===== src/sv/plane_split_fragment_macros.svh =====
// Assertion macros shared by the plane split fragment RTL.
`ifndef PLANE_SPLIT_FRAGMENT_MACROS_SVH
`define PLANE_SPLIT_FRAGMENT_MACROS_SVH
`ifndef SYNTHESIS
// Same-cycle implication, checked on every rising edge outside reset.
`define PSF_ASSERT_IMP(lbl, ante, cons, msg) \
    lbl: assert property (@(posedge clk) disable iff (!rst_n) (ante) |-> (cons)) \
        else $error(msg);
// Next-cycle implication.
`define PSF_ASSERT_NXT(lbl, ante, cons, msg) \
    lbl: assert property (@(posedge clk) disable iff (!rst_n) (ante) |=> (cons)) \
        else $error(msg);
`else
`define PSF_ASSERT_IMP(lbl, ante, cons, msg)
`define PSF_ASSERT_NXT(lbl, ante, cons, msg)
`endif
`endif


===== src/sv/psf_pkg.sv =====
// Shared constants, codes and types of the plane split fragment block.
`timescale 1ns / 1ps
package psf_pkg;

    localparam int CW      = 32;            // coordinate width, Q16.16
    localparam int NW      = 32;            // normal width, Q2.30
    localparam int NFRAC   = 30;            // fraction bits of the normal
    localparam int EPS_W   = 16;
    localparam int DIFF_W  = CW + 1;
    localparam int PROD_W  = NW + DIFF_W;
    localparam int DIST_W  = CW + 4;        // holds the sum of three terms
    localparam int MAG_W   = DIST_W;
    localparam int TW      = 32;            // cut ratio, Q0.32
    localparam int CNT_W   = $clog2(TW);
    localparam int QDEPTH  = 4;             // power of two
    localparam int QAW     = $clog2(QDEPTH);
    localparam int CFG_DW  = (CW > NW) ? CW : NW;
    localparam int CFG_IW  = 3;

    localparam logic [CFG_IW-1:0] REG_NORMAL_X = 3'd0;
    localparam logic [CFG_IW-1:0] REG_NORMAL_Y = 3'd1;
    localparam logic [CFG_IW-1:0] REG_NORMAL_Z = 3'd2;
    localparam logic [CFG_IW-1:0] REG_PLANE_X  = 3'd3;
    localparam logic [CFG_IW-1:0] REG_PLANE_Y  = 3'd4;
    localparam logic [CFG_IW-1:0] REG_PLANE_Z  = 3'd5;
    localparam logic [CFG_IW-1:0] REG_EPSILON  = 3'd6;

    localparam logic [1:0] KIND_POINT = 2'd0;
    localparam logic [1:0] KIND_LINE  = 2'd1;
    localparam logic [1:0] KIND_TRI   = 2'd2;
    localparam logic [1:0] KIND_EMPTY = 2'd3;

    localparam logic [1:0] SIDE_FRONT = 2'd0;
    localparam logic [1:0] SIDE_BACK  = 2'd1;
    localparam logic [1:0] SIDE_ON    = 2'd2;

    // Source of one vertex slot of an emitted piece
    localparam logic [1:0] SEL_ORIG = 2'd0;
    localparam logic [1:0] SEL_X1   = 2'd1;
    localparam logic [1:0] SEL_X2   = 2'd2;
    localparam logic [1:0] SEL_ZERO = 2'd3;

    typedef logic signed [CW-1:0]     coord_t;
    typedef coord_t [2:0]             vtx_t;
    typedef logic signed [DIST_W-1:0] dist_t;
    typedef logic [1:0]               sel_t;

    typedef struct packed {
        logic [1:0]   side;
        sel_t [2:0]   sel;
    } piece_t;

    typedef struct packed {
        logic [1:0]   npieces;
        logic         ncut1;
        logic         ncut2;
        logic [1:0]   c1p;
        logic [1:0]   c1q;
        logic [1:0]   c2p;
        logic [1:0]   c2q;
        piece_t [2:0] pc;
    } psf_ctl_t;

    typedef struct packed {
        vtx_t [2:0]   v;
        dist_t [2:0]  d;
        psf_ctl_t     ctl;
    } psf_job_t;

endpackage


===== src/sv/psf_queue.sv =====
// Short job queue between the classifying front and the cutting back end.
`timescale 1ns / 1ps
`include "plane_split_fragment_macros.svh"
module psf_queue
    import psf_pkg::*;
(
    input  logic     clk,
    input  logic     rst_n,
    input  logic     push,
    input  psf_job_t wr_job,
    output logic     full,
    input  logic     pop,
    output psf_job_t rd_job,
    output logic     empty
);

    psf_job_t       mem [QDEPTH];
    logic [QAW-1:0] wr_ptr_reg, rd_ptr_reg;
    logic [QAW:0]   cnt_reg;

    assign full   = cnt_reg == (QAW+1)'(QDEPTH);
    assign empty  = cnt_reg == '0;
    assign rd_job = mem[rd_ptr_reg];

    always_ff @(posedge clk or negedge rst_n)
    begin
        if (!rst_n)
        begin
            wr_ptr_reg <= '0;
            rd_ptr_reg <= '0;
            cnt_reg    <= '0;
        end
        else
        begin
            if (push)
            begin
                wr_ptr_reg <= wr_ptr_reg + 1'b1;
            end
            if (pop)
            begin
                rd_ptr_reg <= rd_ptr_reg + 1'b1;
            end
            if (push && !pop)
            begin
                cnt_reg <= cnt_reg + 1'b1;
            end
            else if (pop && !push)
            begin
                cnt_reg <= cnt_reg - 1'b1;
            end
        end
    end

    always_ff @(posedge clk)
    begin
        if (push)
        begin
            mem[wr_ptr_reg] <= wr_job;
        end
    end

    `PSF_ASSERT_IMP(a_no_overflow, push, !full, "push into a full queue")
    `PSF_ASSERT_IMP(a_no_underflow, pop, !empty, "pop from an empty queue")
    `PSF_ASSERT_IMP(a_cnt_bound, 1'b1, cnt_reg <= (QAW+1)'(QDEPTH), "queue count past depth")

endmodule


===== config.mk =====
export PLATFORM = sky130hd
export DESIGN_NAME = psf_queue
export DESIGN_NICKNAME = d
export VERILOG_FILES = /design/src/sv/psf_pkg.sv /design/src/sv/psf_queue.sv
export VERILOG_INCLUDE_DIRS = /design/src /design/src/sv
export SDC_FILE = /design/constraint.sdc
export NUM_CORES = 1
export LEC_CHECK = 0
export ABC_AREA = 0
export BUFFER_PORTS_ARGS = -buffer_cell sky130_fd_sc_hd__buf_2
export CORE_MARGIN = 3
export CORE_UTILIZATION = 35
export CTS_CLUSTER_DIAMETER = 30
export DETAILED_ROUTE_END_ITERATION = 10
export PLACE_DENSITY = 0.56
export SLEW_MARGIN = 20
export SYNTH_ARGS = -nofsm -noshare
export SYNTH_HDL_FRONTEND = slang
export SYNTH_SLANG_ARGS = --single-unit

===== constraint.sdc =====
create_clock -name clk -period 15.55 [get_ports clk]
set_input_delay 2.3325 -clock clk [delete_from_list [all_inputs] [get_ports clk]]
set_output_delay 2.3325 -clock clk [all_outputs]
set_load 0.01 [all_outputs]

==> results of run 1 <==
-- routing by layer --
metal / vias to the layer above / share of wire, % / global-route usage (%) / wire length [um]
li1: 12596 / - / - / -
met1: 15747 / 37 / 18.6 / 55600
met2: 1024 / 52 / 27.9 / 78600
met3: 432 / 6.3 / 5.08 / 9420
met4: 22 / 4.1 / 6.99 / 6180
met5: - / 0.093 / 0 / 140
-- how the worst max path moves through the flow --
stage,startpoint,to,slack [ns],cells past startpoint
after floorplan,push,mem[1][0],2.66,1
after global placement,rd_ptr_reg[0],rd_job[268],8.85,5
after detailed placement,rd_ptr_reg[0],rd_job[268],8.86,5
after CTS,rd_ptr_reg[0],rd_job[268],7.86,5
after global routing,rd_ptr_reg[0],rd_job[268],7.62,5
final,rd_ptr_reg[0],rd_job[268],8.16,5
-- cell usage in the layout (no fill, tap or decap), types with 14 or more instances in the layout --
cell and instances:
edfxtp_1 1728, buf_2 869, mux4_2 432, clkbuf_16 374, clkinv_2 64, bufinv_16 54, clkinv_1 52, clkbuf_1 43
clkinvlp_4 39, diode_2 31, buf_4 22, clkinv_4 15, inv_6 14
-- layout make-up --
cell class / count / share of cell area, %
clock inverter: 244 / 3.38
antenna: 31 / 0.0945
timing repair buffer: 903 / 5.79
tap: 2340 / 3.57
clock buffer: 417 / 11.6
sequential: 1735 / 63.4
inverter: 4 / 0.0183
multi-input combinational: 455 / 12.1
-- power groups by stage --
stage               clock network (uW)  registers [uW]  logic [uW]
global route                      8020            6420        4490
finish                            7610            6350        4220
floorplan                            0            6760        2600
CTS                               7770            6360        4360
detailed placement                   0            6440        4350
global placement                     0            6420        4350
-- per-stage QoR --
step	worst slack (ns)	util [%]	power, uW	cells	hold slack (ns)
global route	7.62	46.4	18900	6115	0.518
floorplan	2.66	-	9360	2290	0.456
CTS	7.86	46.4	18500	6098	0.494
detailed placement	8.86	39.4	10800	5437	0.485
global placement	8.85	39.4	10800	5437	0.480
finish	8.16	46.4	18200	6129	0.493
-- logic make-up (layout without fill, tap and decap cells) --
group                    after synthesis  count (layout)  synth area share (%)
multiplexers                         433             433                  15.6
AO/OA/AOI/OAI                          1               1               0.00799
other                                  0              31                     0
AND/OR/NAND/NOR                        9               9                0.0780
flip-flops                          1735            1735                  83.2
buffers and inverters                100            1568                 0.878
adder cells (fa/ha/maj)                6               6                 0.132
XOR/XNOR                               6               6                0.0840
==> flow_summary_export.csv, run 1 <==
group,metric,value,unit
critical_path,cp_cell_sequence,"buf_4 -> buf_4 -> buf_4 -> mux4_2 -> buf_2",
critical_path,cp_max_fo,43,
cells_and_area,multiInputGateArea,9940,um^2
detailed_routing,vias,29821,
logic_synthesis,synth-seq-area-share,83.2,%
critical_path,cpMostUsedCell,"buf_4",
worst_hold_path,hold_class,"reg2reg",
power_and_ir_drop,internal_power,13100,uW
logic_synthesis,yosys.area.top_type,"edfxtp_1",
logic_synthesis,ys.flop_type,"edfxtp_1",
sta,slew-limit-headroom,26.7,%
cells_and_area,largest_reg_flops,1728,
cts,cts.path.max_buffers,4,
power_and_ir_drop,power.leakage,0.0284,uW
critical_path,cp_top_family,"buffers and inverters",
power_and_ir_drop,switching_share,27.7,%
detailed_routing,viasPerCell,4.87,
critical_path,crit_path_top_delay_cell,"dfrtp_4",
power_and_ir_drop,clkPwrFrac,41.9,%
cts,cts_hold_buf,0,
detailed_routing,routed_wl,150000,um
critical_path,critPathBufInv,4,
place,port_buffers,869,
power_and_ir_drop,power.density,222,nW/um^2
critical_path,r2r_start,"wr_ptr_reg[1]",
worst_hold_path,holdPathEnd,"cnt_reg[2]",
detailed_routing,drc,0,
place,place_area,69700,um^2
logic_synthesis,ys_warn_count,0,
critical_path,crit_type,"reg2out",
cts,cts.repair_timing.setup_buffer_count,0,
logic_synthesis,netlist.area_leader.share,83.0,%
global_routing,grt_pass1_vias,31649,
power_and_ir_drop,ir_worst_vdd,153,uV
sta,fin_crit_sh,47.5,%
global_routing,grt_max_degree,142,
sta,tns,0,ns
sta,grt_setup_unrepaired,"false",
floorplanning,dieArea,184000,um^2
place,dp_hpwl,94000,um
floorplanning,fp.dieH,429,um
power_and_ir_drop,pwr-share-seq,34.9,%
logic_synthesis,synth_area_leaders,"edfxtp_1, mux4_2, buf_2, buf_4, dfrtp_1",
power_and_ir_drop,switchingPower,5040,uW
floorplanning,io_pins,870,
sta,slew_viol_final,0,
worst_hold_path,worstHoldStart,"cnt_reg[2]",
floorplanning,start_util,35.4,%
logic_synthesis,synth.cell_area,62500,um^2
logic_synthesis,synth_most_common_cell,"edfxtp_1",
critical_path,critPathLaunchType,"flip-flop",
critical_path,rr_worst_depth,6,
global_routing,grt_use_total,16.2,%
cts,cts_tree,"done",
detailed_routing,ant_nets,0,
sta,final-hold-violation-count,0,
floorplanning,core-area,177000,um^2
critical_path,worstPathArrival,5.06,ns
cts,clk_root_buffer_cell,"clkbuf_16",
global_routing,grt_overflow,0,
detailed_routing,drtIter0Drc,1947,
logic_synthesis,synthTopCellsByCount,"edfxtp_1, mux4_2, buf_2, buf_4",
logic_synthesis,async_reset_ff_share,0.403,%
cts,cts.repair.resized,0,
floorplanning,dieWidth,429,um
logic_synthesis,synth_edf_count,1728,
detailed_routing,drt-wirelength-per-cell,24.5,um
critical_path,worst_r2r_endpoint,"mem[1][336]",
logic_synthesis,syn_area_per_cell,27.3,um^2
global_routing,antenna_found_initial,89,
sta,tightestPinTransition,1.10,ns
sta,layout_min_cycle_time,7.39,ns
critical_path,rrSetupSlack,11.46,ns
sta,skew,0.0417,ns
floorplanning,rows,154,
flow_run,cap_violations,0,
cells_and_area,layout-drive-gt1-share,50.8,%
cells_and_area,seqCellArea,52100,um^2
cells_and_area,final_area,82100,um^2
cts,insertion_delay,0.91,ns
power_and_ir_drop,p_comb_share,23.2,%
sta,setup_violations,0,
cells_and_area,nets,3912,
run_status,status,"finished clean",
logic_synthesis,synth_nets,2732,
logic_synthesis,ys_types,20,
cells_and_area,num-fill-cells,14656,
cts,clk_pin_slew,0.05,ns
detailed_routing,dr.pass1.iters,5,
cts,cts_made_buffers,371,
global_routing,grt_pass1_wl,219000,um
critical_path,cpPeakStageDelay,1.00,ns
logic_synthesis,ys_seq_elements,1735,
place,gp_congestion,0.769,
critical_path,cp_data_required_time,13.22,ns
cells_and_area,syn2layout_area_growth,31.2,%
sta,fmax,135,MHz
cts,htreeDepth,5,
cts,cts_sinks,1735,
critical_path,critPathCaptureType,"output port",
worst_hold_path,whs_path_depth,1,
logic_synthesis,synthCells,2290,
Note: power is estimated with default switching activity, not from simulation.
==> run 2, diff against run 1 <==
- PLACE_DENSITY: 0.56 -> 0.58
- clock period: 15.55 -> 5.9 ns (I/O delays scaled with it)
==> flow_summary_export.csv, run 2 (synthesized netlist as in run 1, its figures left out) <==
group,metric,value,unit
detailed_routing,viasPerCell,4.88,
cts,cts.path.max_buffers,4,
place,dp_hpwl,98900,um
sta,setup_violations,0,
detailed_routing,drtIter0Drc,2028,
power_and_ir_drop,ir_worst_vdd,418,uV
critical_path,crit_type,"reg2out",
cts,cts.repair.resized,0,
global_routing,grt_pass1_wl,223000,um
critical_path,crit_path_top_delay_cell,"dfrtp_4",
critical_path,critPathCaptureType,"output port",
detailed_routing,drt-wirelength-per-cell,25.0,um
cts,clk_pin_slew,0.05,ns
global_routing,grt_overflow,0,
cells_and_area,nets,3933,
floorplanning,dieWidth,429,um
sta,skew,0.0773,ns
sta,slew_viol_final,0,
power_and_ir_drop,switchingPower,13500,uW
detailed_routing,vias,30058,
floorplanning,start_util,35.4,%
worst_hold_path,hold_class,"in2reg",
cells_and_area,layout_commonest_cell,"edfxtp_1",
detailed_routing,dr.pass1.iters,5,
sta,fmax,240,MHz
floorplanning,dieArea,184000,um^2
worst_hold_path,worstHoldStart,"wr_job[224]",
critical_path,r2r_start,"wr_ptr_reg[0]",
floorplanning,rows,154,
cts,insertion_delay,0.93,ns
cts,htreeDepth,5,
power_and_ir_drop,power.leakage,0.0284,uW
global_routing,grt_pass1_vias,31877,
sta,grt_setup_unrepaired,"false",
power_and_ir_drop,pwr-share-seq,35.1,%
power_and_ir_drop,internal_power,34200,uW
critical_path,cp_cell_sequence,"buf_4 -> mux4_2 -> buf_2",
critical_path,worstPathArrival,3.28,ns
detailed_routing,drc,0,
detailed_routing,routed_wl,154000,um
critical_path,cp_max_fo,36,
critical_path,worstSetupStartpoint,"rd_ptr_reg[0]",
power_and_ir_drop,clkPwrFrac,40.9,%
global_routing,grt_use_total,16.5,%
place,port_buffers,869,
cts,cts_sinks,1735,
sta,tns,0,ns
detailed_routing,ant_nets,0,
power_and_ir_drop,switching_share,28.3,%
power_and_ir_drop,power.density,580,nW/um^2
cells_and_area,syn2layout_area_growth,31.4,%
cells_and_area,final_cell_mix,"edfxtp_1, buf_2, mux4_2, clkbuf_16, clkinv_1",
critical_path,critPathLaunchType,"flip-flop",
run_status,status,"finished clean",
cts,cts_made_buffers,363,
floorplanning,io_pins,870,
floorplanning,fp.dieH,429,um
cts,cts_tree,"done",
sta,layout_min_cycle_time,4.17,ns
cts,clk_root_buffer_cell,"clkbuf_16",
place,gp_congestion,0.798,
flow_run,cap_violations,0,
floorplanning,core-area,177000,um^2
global_routing,grt_max_degree,125,
cells_and_area,largest_reg_flops,1728,
global_routing,antenna_found_initial,87,
power_and_ir_drop,p_comb_share,24.0,%
sta,final-hold-violation-count,0,
critical_path,cpPeakStageDelay,0.99,ns
critical_path,cp_data_required_time,5.02,ns
cells_and_area,fin_util,46.4,%
critical_path,rrSetupSlack,3.25,ns
sta,fin_crit_sh,70.6,%
sta,slew-limit-headroom,32.5,%
cells_and_area,layout-drive-gt1-share,51.1,%
sta,tightestPinTransition,1.01,ns
## run 2: changes by cell type in the layout (fill, tap and decap cells not counted), moves of 10 or more
cell | previous run | this run
buf_12 | 12 | 27
buf_4 | 22 | 35
bufinv_16 | 54 | 44
clkinv_2 | 64 | 50
clkinv_4 | 15 | 32
diode_2 | 31 | 43
## run 2: routing by layer
layer / up-vias / track usage, % / routed length [um] / part of all wire, %
li1: 12644 / - / - / -
met1: 15854 / 18.8 / 56100 / 36
met2: 1091 / 27.7 / 79600 / 52
met3: 447 / 5.18 / 9850 / 6.4
met4: 22 / 9.37 / 7980 / 5.2
met5: - / 0 / 154 / 0.10
## run 2: critical path: cells and delay by family (launching register included)
family | cells | cell delay (ns)
buffers and inverters | 2 | 0.75
flip-flops | 1 | 0.99
multiplexers | 1 | 0.61
## run 2: final timing paths
check | end | cells past startpoint
hold reg to reg | cnt_reg[2] | 1
max in group asynchronous | rd_ptr_reg[0] | 2
hold / removal | mem[0][224] | 1
setup reg to reg | mem[0][379] | 4
setup / recovery | rd_job[97] | 3
min in group asynchronous | wr_ptr_reg[0] | 2
## run 2: stage by stage
step           instance area [um^2]  total power [uW]  setup slack [ns]  hold slack, ns  std cells
2_1_floorplan                 62600             23800            -0.731           0.456       2290
3_3_place_gp                  70100             28700              2.54           0.470       5465
3_5_place_dp                  70100             28700              2.51           0.475       5465
4_1_cts                       82000             48500              1.52          0.0807       6114
5_1_grt                       82100             49600              1.46           0.107       6143
6_report                      82200             47700              1.73           0.167       6157
## run 2: power by group through the flow
stage          clock, uW  combinational [uW]  sequential [uW]
2_1_floorplan          0                6870            17000
3_3_place_gp           0               11800            16900
3_5_place_dp           0               11800            17000
4_1_cts            19900               11800            16800
5_1_grt            20500               12200            16900
6_report           19500               11400            16700
## run 2: what timing repair did
action / CTS / global route
setup buffers: 0 / 0
hold buffers: 1 / 0
hold endpoints to repair: 7 / 0
## run 2: final cells by class
type,count,area [um^2]
fill,14610,94700
sequential,1735,52100
multi-input combinational,455,9940
clock buffer,401,9310
timing repair buffer,932,5160
tap,2340,2930
clock inverter,247,2620
antenna,43,108
inverter,4,15.0
==> run 3, diff against run 2 <==
- PLACE_DENSITY: 0.58 -> 0.56
- clock period: 5.9 -> 4.22 ns (I/O delays scaled with it)
==> flow_summary_export.csv, run 3 (synthesized netlist as in run 1, its figures left out) <==
group,metric,value,unit
critical_path,cp_max_fo,27,
sta,fmax,272,MHz
floorplanning,fp.dieH,429,um
floorplanning,dieWidth,429,um
global_routing,grt_use_met3,4.72,%
detailed_routing,ant_nets,0,
critical_path,crit_path_top_delay_cell,"dfrtp_4",
floorplanning,rows,154,
sta,tightestPinTransition,0.890,ns
power_and_ir_drop,ir_worst_vdd,539,uV
cells_and_area,fin_util,49.1,%
cells_and_area,final_cell_mix,"edfxtp_1, buf_2, dlygate4sd3_1, mux4_2, clkbuf_16",
cells_and_area,multiInputGateArea,9940,um^2
place,gp_congestion,0.772,
detailed_routing,drt-wirelength-per-cell,23.5,um
cells_and_area,layout_commonest_cell,"edfxtp_1",
critical_path,rr_worst_depth,4,
power_and_ir_drop,power.leakage,0.0305,uW
sta,fin_crit_sh,87.0,%
cts,cts.repair_timing.setup_buffer_count,0,
run_status,status,"finished clean",
global_routing,grt_pass1_wl,228000,um
global_routing,grt_use_total,16.7,%
global_routing,use_met2,28.0,%
critical_path,cp_top_family,"buffers and inverters",
critical_path,rrSetupSlack,1.99,ns
critical_path,crit_type,"reg2out",
cells_and_area,layout-drive-gt1-share,45.9,%
floorplanning,io_pins,870,
critical_path,critPathBufInv,3,
critical_path,critPathCaptureType,"output port",
global_routing,grt_pass1_vias,34163,
global_routing,grtUsageMet1,19.2,%
critical_path,worst_r2r_endpoint,"mem[2][269]",
cts,cts_tree,"done",
floorplanning,start_util,35.4,%
place,place_ws,1.34,ns
cells_and_area,syn2layout_area_growth,38.9,%
cts,cts_sinks,1735,
detailed_routing,viasPerCell,4.80,
sta,grt_setup_unrepaired,"false",
cts,htreeDepth,5,
sta,layout_min_cycle_time,3.67,ns
cts,clk_root_buffer_cell,"clkbuf_16",
critical_path,cpPeakStageDelay,0.76,ns
cts,cts_made_buffers,365,
global_routing,grt_overflow,0,
cells_and_area,largest_reg_flops,1728,
power_and_ir_drop,total_power,67900,uW
sta,final-hold-violation-count,0,
floorplanning,dieArea,184000,um^2
cells_and_area,seqCellArea,52100,um^2
critical_path,critPathLaunchType,"flip-flop",
critical_path,cp_data_required_time,3.59,ns
sta,slew_viol_final,0,
place,port_buffers,869,
detailed_routing,drc,0,
place,dp_hpwl,97100,um
sta,hold_slack,0.201,ns
worst_hold_path,hold_class,"in2async",
detailed_routing,routed_wl,155000,um
cts,clk_pin_slew,0.04,ns
cells_and_area,nets,4380,
cts,cts.repair.resized,0,
sta,slew-limit-headroom,40.7,%
detailed_routing,dr.pass1.iters,5,
global_routing,antenna_found_initial,21,
critical_path,worstPathArrival,3.04,ns
global_routing,grt_max_degree,109,
power_and_ir_drop,power.density,781,nW/um^2
cells_and_area,num-fill-cells,14235,
floorplanning,core-area,177000,um^2
critical_path,cp_cell_sequence,"buf_12 -> buf_4 -> mux4_2 -> buf_2",
cts,cts.path.max_buffers,4,
cts,insertion_delay,0.92,ns
flow_run,cap_violations,0,
critical_path,r2r_start,"wr_ptr_reg[0]",
sta,tns,0,ns
detailed_routing,vias,31554,
sta,skew,0.0703,ns
global_routing,grt.busiest_layer,"met2",
sta,setup_violations,0,
sta,worst_slack,0.549,ns
detailed_routing,drtIter0Drc,2054,
## run 3: cell types whose count changed in the layout (fill, tap and decap cells not counted), sizes merged
| cell | previous run | this run |
|---|---|---|
| dlygate4sd3 | 1 | 435 |
| diode | 43 | 20 |
| clkbuf | 401 | 420 |
| clkinv | 139 | 122 |
| clkinvlp | 44 | 29 |
| bufinv | 44 | 56 |
| buf | 931 | 942 |
| inv | 24 | 23 |
## run 3: worst register-to-register path, delay by kind of cell, from the launching register on
family	cells	cell delay, ns
AND/OR/NAND/NOR	1	0.72
buffers and inverters	2	0.52
flip-flops	1	0.42
adder cells (fa/ha/maj)	1	0.14
## run 3: stage by stage
| stage | std cells | area, um^2 |
|---|---|---|
| 2_1_floorplan | 2290 | 62600 |
| 3_3_place_gp | 5476 | 70300 |
| 3_5_place_dp | 5476 | 70300 |
| 4_1_cts | 6557 | 86900 |
| 5_1_grt | 6572 | 86900 |
| 6_report | 6577 | 86900 |
## run 3: timing repair
item                                    in CTS  in global routing
endpoints found under the setup margin       0                  0
hold buffers                               435                  0
hold endpoints to repair                  1735                  0
## run 3: routing by layer
metal | share of wire [%] | up-vias
met2 | 52 | 1058
met3 | 6.0 | 380
met1 | 37 | 16595
li1 | - | 13515
met5 | 0.022 | -
met4 | 5.3 | 6
## run 3: worst max-delay path by stage
stage / start / to / slack (ns) / depth (start not counted)
global route: rd_ptr_reg[0] / rd_job[127] / 0.32 / 4
detailed placement: rd_ptr_reg[0] / rd_job[127] / 1.34 / 4
finish: rd_ptr_reg[0] / rd_job[127] / 0.55 / 4
global placement: rd_ptr_reg[0] / rd_job[148] / 1.37 / 4
floorplan: push / mem[0][0] / 0.15 / 1
CTS: rd_ptr_reg[0] / rd_job[127] / 0.37 / 4
## run 3: power by group
| part | leakage, uW | internal (uW) | switching, uW |
|---|---|---|---|
| clock | 0.00590 | 19300 | 8700 |
| sequential | 0.0160 | 22500 | 734 |
| combinational | 0.00861 | 7120 | 9500 |
## run 3: area by class of cell
class	instances	share of cell area, %
multi-input cells	455	11.4
repair buffers	1377	11.2
clock inverters	226	3.17
flip-flops and latches	1735	59.9
clock buffers	420	10.8
inverters	4	0.0173
diodes	20	0.0576
well taps	2340	3.37
